===== src/i2c_master_byte_sequencer_core_assert.svh =====
// Assertion macros for the I2C master byte sequencer core.
// Used by the front and engine modules; needs clk_i and rst_ni in scope.
`ifndef I2C_MASTER_BYTE_SEQUENCER_CORE_ASSERT_SVH
`define I2C_MASTER_BYTE_SEQUENCER_CORE_ASSERT_SVH

`ifndef SYNTHESIS

// Clocked check, disabled while reset is asserted
`define I2CMS_ASSERT(label, prop, msg) \
  label: assert property (@(posedge clk_i) disable iff (!rst_ni) prop) else $error(msg);

// Clocked check that also holds during reset
`define I2CMS_ASSERT_ALWAYS(label, prop, msg) \
  label: assert property (@(posedge clk_i) prop) else $error(msg);

`else

`define I2CMS_ASSERT(label, prop, msg)
`define I2CMS_ASSERT_ALWAYS(label, prop, msg)

`endif

`endif


===== src/i2cms_pkg.sv =====
// Package for the I2C master byte sequencer: payload structs, command codes
// and bus phase constants. No dependencies.
package i2cms_pkg;

  // Command codes carried in the action field
  typedef enum logic [2:0] {
    OP_IDLE      = 3'd0,
    OP_START     = 3'd1,
    OP_STOP      = 3'd2,
    OP_WRITE     = 3'd3,
    OP_READ_ACK  = 3'd4,
    OP_READ_NACK = 3'd5
  } op_e;

  // Input transaction
  typedef struct packed {
    logic [2:0] action;
    logic [7:0] data_byte;
    logic       sda_in;
  } in_t;

  // Result transaction
  typedef struct packed {
    logic       scl_out;
    logic       sda_out;
    logic       busy_res;
    logic       done_res;
    logic       no_ack;
    logic [7:0] read_byte;
  } out_t;

  // Classified command between front and engine
  typedef struct packed {
    op_e        op;
    logic [7:0] data_byte;
    logic       sda_in;
  } cmd_t;

  localparam logic [7:0] PHASE_TICKS_RESET = 8'd25;

  // Last phase index of each command
  localparam logic [4:0] START_LAST = 5'd2;
  localparam logic [4:0] STOP_LAST  = 5'd1;
  localparam logic [4:0] WRITE_LAST = 5'd26;
  localparam logic [4:0] READ_LAST  = 5'd18;

  // Landmark phases of write and read
  localparam logic [4:0] WR_ACK_PHASE    = 5'd24;
  localparam logic [4:0] WR_SAMPLE_PHASE = 5'd25;
  localparam logic [4:0] RD_ANSWER_PHASE = 5'd16;
  localparam logic [4:0] RD_ANS_HI_PHASE = 5'd17;
  localparam logic [2:0] LAST_BIT        = 3'd7;
  localparam logic [1:0] SUB_LAST        = 2'd2;

endpackage


===== src/i2c_master_byte_sequencer_core.sv =====
// Top level of the I2C master byte sequencer core.
// Instantiates the command front (decode + queue) and the bus engine.
//
// Usage: each input transaction on in_valid_i/in_ready_o/in_data_i is one
// tick of the bus timing. Its action field may carry a command (start, stop,
// write byte, read with ack, read with nack); it is taken only when the
// engine is idle, otherwise ignored. data_byte is latched at launch, sda_in
// is the sampled SDA level for this tick. Every input transaction yields
// exactly one result transaction on out_valid_o/out_ready_i/out_data_o with
// SCL/SDA drive, busy, done, no-ack and the last read byte.
// phase_ticks is written through cfg_we_i/cfg_wdata_i (reset 25, 0 acts as 1)
// and should only change while no transaction is outstanding.
// Throughput: one transaction per cycle while out_ready_i is high; a stalled
// receiver holds the flow. Each input passes through the command queue and
// then the result register before its result shows on out_valid_o.
// Reset clears the queue and returns the engine to idle with both lines
// released. When the receiver stalls, the result register holds and the
// queue absorbs up to two transactions before in_ready_o drops.
module i2c_master_byte_sequencer_core
  import i2cms_pkg::*;
(
  input  logic       clk_i,
  input  logic       rst_ni,
  input  logic       in_valid_i,
  output logic       in_ready_o,
  input  in_t        in_data_i,
  output logic       out_valid_o,
  input  logic       out_ready_i,
  output out_t       out_data_o,
  input  logic       cfg_we_i,
  input  logic [7:0] cfg_wdata_i
);

  logic cmd_valid, cmd_ready;
  cmd_t cmd;

  i2cms_front u_front (
    .clk_i       (clk_i),
    .rst_ni      (rst_ni),
    .in_valid_i  (in_valid_i),
    .in_ready_o  (in_ready_o),
    .in_data_i   (in_data_i),
    .cmd_valid_o (cmd_valid),
    .cmd_ready_i (cmd_ready),
    .cmd_o       (cmd)
  );

  i2cms_engine u_engine (
    .clk_i       (clk_i),
    .rst_ni      (rst_ni),
    .cfg_we_i    (cfg_we_i),
    .cfg_wdata_i (cfg_wdata_i),
    .cmd_valid_i (cmd_valid),
    .cmd_ready_o (cmd_ready),
    .cmd_i       (cmd),
    .out_valid_o (out_valid_o),
    .out_ready_i (out_ready_i),
    .out_data_o  (out_data_o)
  );

endmodule


===== src/i2cms_front.sv =====
// Front part of the I2C master byte sequencer: decodes the action field and
// buffers classified commands in a two-entry queue. Depends on i2cms_pkg.
`include "i2c_master_byte_sequencer_core_assert.svh"

module i2cms_front
  import i2cms_pkg::*;
(
  input  logic clk_i,
  input  logic rst_ni,
  input  logic in_valid_i,
  output logic in_ready_o,
  input  in_t  in_data_i,
  output logic cmd_valid_o,
  input  logic cmd_ready_i,
  output cmd_t cmd_o
);

  cmd_t       mem_q [2];
  logic       wr_ptr_q, rd_ptr_q;
  logic [1:0] cnt_q, cnt_d;
  logic       push, pop;
  cmd_t       cmd_new;

  // Classify: undefined codes become no command
  always_comb begin
    cmd_new.data_byte = in_data_i.data_byte;
    cmd_new.sda_in    = in_data_i.sda_in;
    if (in_data_i.action inside {[OP_START:OP_READ_NACK]}) begin
      cmd_new.op = op_e'(in_data_i.action);
    end else begin
      cmd_new.op = OP_IDLE;
    end
  end

  assign in_ready_o  = (cnt_q != 2'd2);
  assign cmd_valid_o = (cnt_q != 2'd0);
  assign push        = in_valid_i && in_ready_o;
  assign pop         = cmd_valid_o && cmd_ready_i;
  assign cmd_o       = mem_q[rd_ptr_q];

  // Fill count
  always_comb begin
    cnt_d = cnt_q;
    if (push && !pop) begin
      cnt_d = cnt_q + 2'd1;
    end else if (pop && !push) begin
      cnt_d = cnt_q - 2'd1;
    end
  end

  // Queue pointers and count
  always_ff @(posedge clk_i or negedge rst_ni) begin
    if (!rst_ni) begin
      wr_ptr_q <= 1'b0;
      rd_ptr_q <= 1'b0;
      cnt_q    <= 2'd0;
    end else begin
      cnt_q <= cnt_d;
      if (push) wr_ptr_q <= !wr_ptr_q;
      if (pop)  rd_ptr_q <= !rd_ptr_q;
    end
  end

  // Queue storage
  always_ff @(posedge clk_i) begin
    if (push) begin
      mem_q[wr_ptr_q] <= cmd_new;
    end
  end

  `I2CMS_ASSERT_ALWAYS(a_cnt_range, cnt_q != 2'd3, "queue count out of range")
  `I2CMS_ASSERT(a_no_pop_empty, pop |-> cnt_q != 2'd0, "pop from empty queue")
  `I2CMS_ASSERT(a_cnt_grows, (push && !pop) |=> cnt_q == $past(cnt_q) + 2'd1,
                "queue count did not grow on push")

endmodule


===== src/i2cms_engine.sv =====
// Back part of the I2C master byte sequencer: bus phase sequencer, phase
// timer, shift register and the result register. Depends on i2cms_pkg.
`include "i2c_master_byte_sequencer_core_assert.svh"

module i2cms_engine
  import i2cms_pkg::*;
(
  input  logic       clk_i,
  input  logic       rst_ni,
  input  logic       cfg_we_i,
  input  logic [7:0] cfg_wdata_i,
  input  logic       cmd_valid_i,
  output logic       cmd_ready_o,
  input  cmd_t       cmd_i,
  output logic       out_valid_o,
  input  logic       out_ready_i,
  output out_t       out_data_o
);

  op_e        op_q, op_d;
  logic [4:0] phase_q, phase_d, phase_n;
  logic [1:0] sub_q, sub_d, sub_n;
  logic [2:0] bit_q, bit_d, bit_n;
  logic [7:0] tick_q, tick_d;
  logic [7:0] shift_q, shift_d;
  logic       scl_q, scl_d, sda_q, sda_d;
  logic       ack_q, ack_d;
  logic [7:0] hold_q, hold_d;
  logic [7:0] pt_q;
  logic       out_valid_q;
  out_t       out_q;

  logic       fire, done_w, is_read;
  logic [7:0] len;
  logic [8:0] tick_inc;
  logic [4:0] last_phase;

  assign cmd_ready_o = !out_valid_q || out_ready_i;
  assign fire        = cmd_valid_i && cmd_ready_o;
  assign out_valid_o = out_valid_q;
  assign out_data_o  = out_q;

  assign len      = (pt_q == 8'd0) ? 8'd1 : pt_q;
  assign tick_inc = {1'b0, tick_q} + 9'd1;
  assign is_read  = (op_q == OP_READ_ACK) || (op_q == OP_READ_NACK);
  assign phase_n  = phase_q + 5'd1;
  assign sub_n    = (sub_q == SUB_LAST) ? 2'd0 : sub_q + 2'd1;
  assign bit_n    = (sub_q == SUB_LAST) ? bit_q + 3'd1 : bit_q;

  // Last phase of the running command
  always_comb begin
    case (op_q)
      OP_START: last_phase = START_LAST;
      OP_STOP:  last_phase = STOP_LAST;
      OP_WRITE: last_phase = WRITE_LAST;
      default:  last_phase = READ_LAST;
    endcase
  end

  // One tick of the sequencer
  always_comb begin
    op_d    = op_q;
    phase_d = phase_q;
    sub_d   = sub_q;
    bit_d   = bit_q;
    tick_d  = tick_q;
    shift_d = shift_q;
    scl_d   = scl_q;
    sda_d   = sda_q;
    ack_d   = ack_q;
    hold_d  = hold_q;
    done_w  = 1'b0;
    if (fire) begin
      if (op_q == OP_IDLE) begin
        // Launch a command and enter its first phase
        if (cmd_i.op != OP_IDLE) begin
          op_d    = cmd_i.op;
          phase_d = 5'd0;
          sub_d   = 2'd0;
          bit_d   = 3'd0;
          tick_d  = 8'd0;
          shift_d = (cmd_i.op == OP_WRITE) ? cmd_i.data_byte : 8'h00;
          case (cmd_i.op)
            OP_START: begin
              sda_d = 1'b1;
              scl_d = 1'b1;
            end
            OP_STOP: begin
              sda_d = 1'b0;
              scl_d = 1'b1;
            end
            OP_WRITE: begin
              sda_d = cmd_i.data_byte[7];
            end
            default: begin
              scl_d = 1'b1;
            end
          endcase
        end
      end else if (tick_inc >= {1'b0, len}) begin
        tick_d = 8'd0;
        // Phase close: ACK sample or read bit sample
        if (op_q == OP_WRITE && phase_q == WR_SAMPLE_PHASE) begin
          ack_d = cmd_i.sda_in;
        end else if (is_read && phase_q < RD_ANSWER_PHASE && !phase_q[0]) begin
          shift_d = {shift_q[6:0], cmd_i.sda_in};
        end
        if (phase_q == last_phase) begin
          // Command complete
          done_w  = 1'b1;
          if (is_read) hold_d = shift_d;
          if (op_q == OP_READ_ACK) sda_d = 1'b1;
          op_d    = OP_IDLE;
          phase_d = 5'd0;
        end else begin
          // Enter the next phase
          phase_d = phase_n;
          sub_d   = sub_n;
          bit_d   = bit_n;
          case (op_q)
            OP_START: begin
              if (phase_n == 5'd1) sda_d = 1'b0;
              else scl_d = 1'b0;
            end
            OP_STOP: begin
              sda_d = 1'b1;
            end
            OP_WRITE: begin
              if (phase_n < WR_ACK_PHASE) begin
                case (sub_n)
                  2'd0: sda_d = shift_q[7];
                  2'd1: scl_d = 1'b1;
                  default: begin
                    scl_d   = 1'b0;
                    if (bit_n == LAST_BIT) sda_d = 1'b1;
                    shift_d = {shift_q[6:0], 1'b0};
                  end
                endcase
              end else if (phase_n == WR_ACK_PHASE) begin
                sda_d = 1'b1;
              end else if (phase_n == WR_SAMPLE_PHASE) begin
                scl_d = 1'b1;
              end else begin
                scl_d = 1'b0;
              end
            end
            default: begin
              if (phase_n < RD_ANSWER_PHASE) begin
                scl_d = !phase_n[0];
              end else if (phase_n == RD_ANSWER_PHASE) begin
                sda_d = (op_q == OP_READ_NACK);
              end else if (phase_n == RD_ANS_HI_PHASE) begin
                scl_d = 1'b1;
              end else begin
                scl_d = 1'b0;
              end
            end
          endcase
        end
      end else begin
        tick_d = tick_inc[7:0];
      end
    end
  end

  // Sequencer state, phase length register and result valid
  always_ff @(posedge clk_i or negedge rst_ni) begin
    if (!rst_ni) begin
      op_q        <= OP_IDLE;
      phase_q     <= 5'd0;
      sub_q       <= 2'd0;
      bit_q       <= 3'd0;
      tick_q      <= 8'd0;
      shift_q     <= 8'd0;
      scl_q       <= 1'b1;
      sda_q       <= 1'b1;
      ack_q       <= 1'b0;
      hold_q      <= 8'd0;
      pt_q        <= PHASE_TICKS_RESET;
      out_valid_q <= 1'b0;
    end else begin
      op_q    <= op_d;
      phase_q <= phase_d;
      sub_q   <= sub_d;
      bit_q   <= bit_d;
      tick_q  <= tick_d;
      shift_q <= shift_d;
      scl_q   <= scl_d;
      sda_q   <= sda_d;
      ack_q   <= ack_d;
      hold_q  <= hold_d;
      if (cfg_we_i) pt_q <= cfg_wdata_i;
      if (fire) begin
        out_valid_q <= 1'b1;
      end else if (out_ready_i) begin
        out_valid_q <= 1'b0;
      end
    end
  end

  // Result register
  always_ff @(posedge clk_i) begin
    if (fire) begin
      out_q.scl_out   <= scl_d;
      out_q.sda_out   <= sda_d;
      out_q.busy_res  <= (op_d != OP_IDLE);
      out_q.done_res  <= done_w;
      out_q.no_ack    <= ack_d;
      out_q.read_byte <= hold_d;
    end
  end

  `I2CMS_ASSERT(a_done_not_busy, (out_valid_q && out_q.done_res) |-> !out_q.busy_res,
                "done reported while still busy")
  `I2CMS_ASSERT(a_wr_counters, (op_q == OP_WRITE && phase_q < WR_ACK_PHASE) |->
                phase_q == 5'(bit_q) * 5'd3 + 5'(sub_q), "write bit counters out of step")
  `I2CMS_ASSERT(a_phase_bound, (op_q != OP_IDLE) |-> phase_q <= last_phase,
                "phase index past end of command")
  `I2CMS_ASSERT(a_done_from_busy, (fire && done_w) |=> op_q == OP_IDLE,
                "engine not idle after completion")

endmodule


===== config.mk =====
export PLATFORM = sky130hd
export DESIGN_NAME = i2c_master_byte_sequencer_core
export DESIGN_NICKNAME = d
export VERILOG_FILES = /design/src/i2cms_pkg.sv /design/src/i2c_master_byte_sequencer_core.sv /design/src/i2cms_front.sv /design/src/i2cms_engine.sv
export VERILOG_INCLUDE_DIRS = /design/src /design/src/src
export SDC_FILE = /design/constraint.sdc
export NUM_CORES = 1
export LEC_CHECK = 0
export CAP_MARGIN = 20
export CORE_MARGIN = 2
export CORE_UTILIZATION = 32
export DETAILED_ROUTE_END_ITERATION = 10
export DONT_BUFFER_PORTS = 1
export SETUP_SLACK_MARGIN = 0.3
export SLEW_MARGIN = 20
export SYNTH_ARGS = -nofsm -noshare
export SYNTH_HDL_FRONTEND = slang
export SYNTH_SLANG_ARGS = --single-unit

===== constraint.sdc =====
create_clock -name clk_i -period 7.1 [get_ports clk_i]
set_input_delay 0.71 -clock clk_i [delete_from_list [all_inputs] [get_ports clk_i]]
set_output_delay 0.71 -clock clk_i [all_outputs]
set_load 0.01 [all_outputs]

Yosys cells after proc, flatten, opt, wreduce, memory -nomap -nowiden:

Memories as Yosys holds them, arrays and structs flattened.
Index checks and enable logic that the tools add are counted.

* RAM bits: 24
* input port bits: 25
* memories kept: 1
* output and inout port bits: 15
* bits in registers: 66

* $add $sub $neg: 6
* mux-type cells: 81
* reduce and logical (&&, ||, !) cells: 31
* order comparisons: 6
* bitwise gates (word level): 1
* equality and inequality tests: 21

Memory list
* u_front.mem_q: words 2, width 12, read ports 1, clocked after Yosys merged registers in 0, wr ports 1, line i2cms_front.sv:18 `cmd_t mem_q [2];`

Operator list (number)
* 8-bit 2-to-1 mux: 19
* 1-bit 2-to-1 mux: 34
* 3-bit 2-to-1 mux: 11
* 5-bit == test, second input constant: 5
* 5-bit 2-to-1 mux: 4
* 5-bit < comparator, second input constant: 3
* 5-bit one-hot mux with 3 select lines: 1
* 2-bit 2-to-1 mux: 7
* 3-bit by 2-bit == test with 1-bit output, second input constant: 4
* 8-bit by 1-bit adder with 9-bit output, second input constant: 1
* 3-bit == test, second input constant: 3
* 9-bit by 8-bit >= comparator with 1-bit output: 1
* 1-bit one-hot mux with 3 select lines: 3
* 1-bit logical AND: 8
* 8-bit zero test: 1
* 2-bit nonzero test: 4
* 1-bit zero test: 7
* 3-bit by 1-bit == test with 1-bit output, second input constant: 2
* 3-bit nonzero test: 2
* 5-bit by 1-bit adder with 5-bit output, second input constant: 1
* 5-bit by 1-bit == test with 1-bit output, second input constant: 1
* 5-bit == test: 1
* 2-bit by 1-bit adder with 2-bit output, second input constant: 2
* 2-bit != test, second input constant: 2
* 16 further kinds: 19

Depth between registers and ports, before layout:

* depth after elaboration: 12
* depth in mapped cells: 13
* depth with buffers taken out: 11

By module:

From an unflattened synthesis, not the netlist that was laid out.

* cells, all modules: 407
* area total of the unflattened synthesis: 4679.5 um^2

By module, submodules not included
* i2cms_engine: cells each 349, times used 1, area an instance 3580.9 um^2, sequential area each 1622.8 um^2
* i2cms_front: cells each 58, times used 1, area an instance 1098.6 um^2, sequential area each 820.8 um^2

Least setup slack after synthesis:

OpenSTA, ideal clock, no wires.

* path type: register -> register
* start: register u_engine.tick_q[2]
* end: register u_engine.out_q, in the netlist u_engine.out_data_o[0] (data pin)
* slack: 3964 ps
* stages on the path, launching flop included: 14
* required time: 6838 ps
* data arrival time: 2874 ps
* buffers on the path: 2
* library setup time: 262 ps
* path through: dfrtp_1 > clkbuf_1 > and3_1 > nand3_1 > nor2_1 > xor2_1 > ha_1 > and4_1 > o21ai_0 > o211ai_2 > nand3_4 > or3b_1 > buf_6 > mux2_4

* longest elaborated chain between the ends: 5

Ends and longest elaborated chain
* start: declaration: line i2cms_engine.sv:24 `logic [7:0] tick_q, tick_d;`
* start signal: assignment: line i2cms_engine.sv:186 `tick_q <= tick_d;`
* 8-bit by 1-bit adder with 9-bit output: line i2cms_engine.sv:44 `assign tick_inc = {1'b0, tick_q} + 9'd1;`
* 9-bit by 8-bit >= comparator with 1-bit output: line i2cms_engine.sv:100 `end else if (tick_inc >= {1'b0, len}) begin`
* 8-bit 2-to-1 mux: line i2cms_engine.sv:100
* 8-bit 2-to-1 mux: line i2cms_engine.sv:74 `if (op_q == OP_IDLE) begin`
* 8-bit 2-to-1 mux: line i2cms_engine.sv:73 `if (fire) begin`
* net u_engine.hold_d[0]: line i2cms_engine.sv:28 `logic [7:0] hold_q, hold_d;`
* end: declaration: line i2cms_engine.sv:31 `out_t out_q;`

The timed path passes the listed nets, and every way through them passes these cells.
A chain may end at the register's enable or synchronous reset.

Final worst setup path:

* start: register u_engine.tick_q[2]
* end: register u_engine.out_q, in the netlist u_engine.out_data_o[12] (data pin)

* longest elaborated chain between the ends: 5

Ends and longest elaborated chain
* 8-bit by 1-bit adder with 9-bit output: line i2cms_engine.sv:44
* 9-bit by 8-bit >= comparator with 1-bit output: line i2cms_engine.sv:100
* 1-bit 2-to-1 mux: line i2cms_engine.sv:100
* 1-bit 2-to-1 mux: line i2cms_engine.sv:74
* 1-bit 2-to-1 mux: line i2cms_engine.sv:73
* net u_engine.scl_d: line i2cms_engine.sv:26 `logic scl_q, scl_d, sda_q, sda_d;`

The timed path passes the listed nets, and every way through them passes these cells.

==> run metrics <==
clock root buffer clkbuf_16; CP Max Fanout 10; top cells by area, synth dfrtp_1 25%, edfxtp_1 23%, mux2_2 4.0%; Avg WL per Cell 16.43 µm; Synth top area share 25.23%; worst endpoint required time 7.19 ns; gr usage total about an eighth; clock sink count 90; largest net degree at the start of global routing 54; leading cell type in the layout, fill and taps excluded dfrtp_1; Max VDD drop between 0.2 and 0.25 mV; vias in the first global route around 3200; Initial Util 32.76%; endpoints failing setup 0; post-placement cell area just under 5000 µm²; hpwl dp a little under 7 mm; TritonCTS clock tree built; internal power 1.232 mW; Post-synth ARST share between 50% and 60%; Die W approximately 130 µm; critical path capture point type flop; share of cells above drive strength 1 14.90%; multi-input logic area 2141 µm²; clock slew at reported path FFs ~0.07 ns; initial DRC count 156; kind of critical path flop to flop; Min-Delay Path Class input port to asynchronous set/reset pin; main flop type after synthesis dfrtp_1; hold buffer count at cts 0; Period minus WS final 3.610 ns; DRC viols 0; Final Instance Area 5196 µm²; CP Launch Type flop; worst skew pair latency 0.34 ns; clock group share of total power 24.9%; initial antenna violation count 0; Layout Nets 451; PnR Total Power between 1.5 and 2 mW; Gate power share between 20 and 30%; clock skew 0.005787 ns; Sequential Area 2444 µm²; Slew Limit Fails 0; filler instances between 1000 and 1500; Crit path arrival time 3.70 ns; Syn-to-layout area delta 9.146%; num rows between 40 and 50; Non-Filler Instances 600; unrepaired setup endpoints after global routing no; Leakage ~2.1 nW; core area 14530 µm²; Clock Path Buffers 2; first-pass GRT wire length about 17 mm; Yosys top cell by area dfrtp_1; Synth Instances 415; vias 3169; power share of the sequential group 45.3%; Antenna diodes 0; cts bufs inserted 9; Mapped Nets 455; post_cts resized 0; Yosys reg bits 90; gr ovfl total 0; post-CTS setup buffers 0; library cells used by synthesis 74; mapped cell area 4761 µm²; worst slew pin tran a little over 0.9 ns; Place WS 3.539 ns; DIE AREA 15870 µm²; synthesis warning total 0; Pwr Density 375.9 nW/µm²; Switching Fraction between 30% and 40%; post-synthesis sequential area ratio between 50% and 60%; 1st-pass router iterations 4; I/O pin total 40; max cap viols 0; drt via density between 5 and 6; Die Height about 130 µm; WL final 9.857 mm; Post-DRT Antenna Nets 0; setup tns final 0 ns; Syn Area/Cell 11.47 µm²; switching power 0.7211 mW; placed insts 583; EDFF count, synth 37; slew margin rel. 39.50%; Max Fclk 0.2770 GHz; CTS H-tree depth 3; Port Buf Inserts 0; most frequent cells in the layout 48 x dfrtp_1, 37 x edfxtp_1, 32 x nand2_1; fin crit share 50.85%; outcome completed; final worst slack 3.490 ns; routability cong. 0.8965; Hold Vio Cnt, Final 0
[kinds of logic (layout without fill, tap and decap cells)]
| logic type | count (synthesis) | count (layout) | share of synthesized area (%) |
|---|---|---|---|
| DFF | 90 | 90 | 51.33 |
| adders and majority gates | 15 | 15 | 3.942 |
| buffers and inverters | 34 | 35 | 3.706 |
| AOI/OAI and AO/OA | 101 | 101 | 15.16 |
| and+or+nand+nor | 121 | 121 | 13.85 |
| xor gates and xnor gates | 24 | 24 | 4.415 |
| muxes | 30 | 30 | 7.595 |
[power by group through the flow]
stage                     logic, mW  registers, mW  clock network (mW)
after floorplan               0.535          0.791                   0
after global placement        0.565          0.890                   0
after detailed placement      0.577          0.894                   0
after CTS                     0.581          0.886               0.497
after global routing          0.655          0.909               0.522
final                         0.583          0.884               0.486
[stage by stage]
step	hold WS, ns	util, %
after floorplan	0.4144	-
after global placement	0.4192	33.62
after detailed placement	0.4191	33.62
after CTS	0.05104	35.70
after global routing	0.03951	35.75
final	0.05996	35.75
[cell usage after synthesis, drive strengths merged (3+ instances only)]
library cell	instances
ha	15
o21a	7
and3	4
clkbuf	10
o2bb2ai	8
nor4b	3
xnor2	12
a22oi	7
a22o	3
inv	16
xor2	12
a21o	3
dfstp	5
edfxtp	37
nand2b	8
o21ai	25
mux2i	5
nand2	32
nor3	7
buf	7
nor2b	6
mux2	25
a21oi	16
dfrtp	48
nand3b	3
nand3	13
nor2	22
nand4	5
o211ai	4
[worst max-delay path, cell delays in order, from the launching register on]
cell	delay, ns
dfrtp_1	0.47
and3_1	0.29
nand3_1	0.13
nor2_1	0.15
xor2_1	0.10
ha_1	0.29
and4_1	0.18
o21ai_0	0.09
o211ai_2	0.42
nor3b_1	0.79
o2111ai_1	0.21
a21o_1	0.25
[sequential cells by signal (all words and copies together), names as in the netlist, 2 cells and up]
| name | cells |
|---|---|
| u_engine.pt_q | 8 |
| u_engine.shift_q | 8 |
| u_engine.tick_q | 8 |
| u_engine.phase_q | 5 |
| u_engine.out_data_o | 13 |
| u_engine.bit_q | 3 |
| u_engine.hold_q | 8 |
| u_front.cnt_q | 2 |
| u_engine.op_q | 3 |
| u_front.mem_q | 24 |
| u_engine.sub_q | 2 |
[final timing paths]
kind / startpoint / to / slack, ns / cells past startpoint
max reg2reg: u_engine.tick_q[2]$_DFFE_PN0P_ / u_engine.out_data_o[12]$_DFFE_PP_ / 3.49 / 11
min in group clk_i: cfg_we_i / u_engine.pt_q[4]$_DFFE_PN1P_ / 0.42 / 1
max: u_engine.tick_q[2]$_DFFE_PN0P_ / u_engine.out_data_o[12]$_DFFE_PP_ / 3.49 / 11
min reg2reg: u_engine.hold_q[1]$_DFF_PN0_ / u_engine.hold_q[1]$_DFF_PN0_ / 0.50 / 1
max in group asynchronous: rst_ni / u_engine.sda_q$_DFF_PN1_ / 6.84 / 0
min: rst_ni / u_engine.pt_q[7]$_DFFE_PN0P_ / 0.06 / 0
[layout make-up]
| cell class | count | share of cell area, % |
|---|---|---|
| Timing Repair Buffer | 2 | 0.2889 |
| Multi-Input combinational cell | 291 | 41.20 |
| Clock buffer | 9 | 4.334 |
| Inverter | 17 | 1.228 |
| Sequential cell | 90 | 47.03 |
| Clock inverter | 7 | 1.493 |
| Tap cell | 184 | 4.431 |
[layer usage]
layer	part of all wire, %	global-route usage, %	up-vias
li1	-	-	1535
met1	47	17.45	1543
met2	45	20.30	79
met3	6.2	4.885	12
met4	1.1	2.909	0
met5	0	0	-
Note: power is estimated with default switching activity, not from simulation.
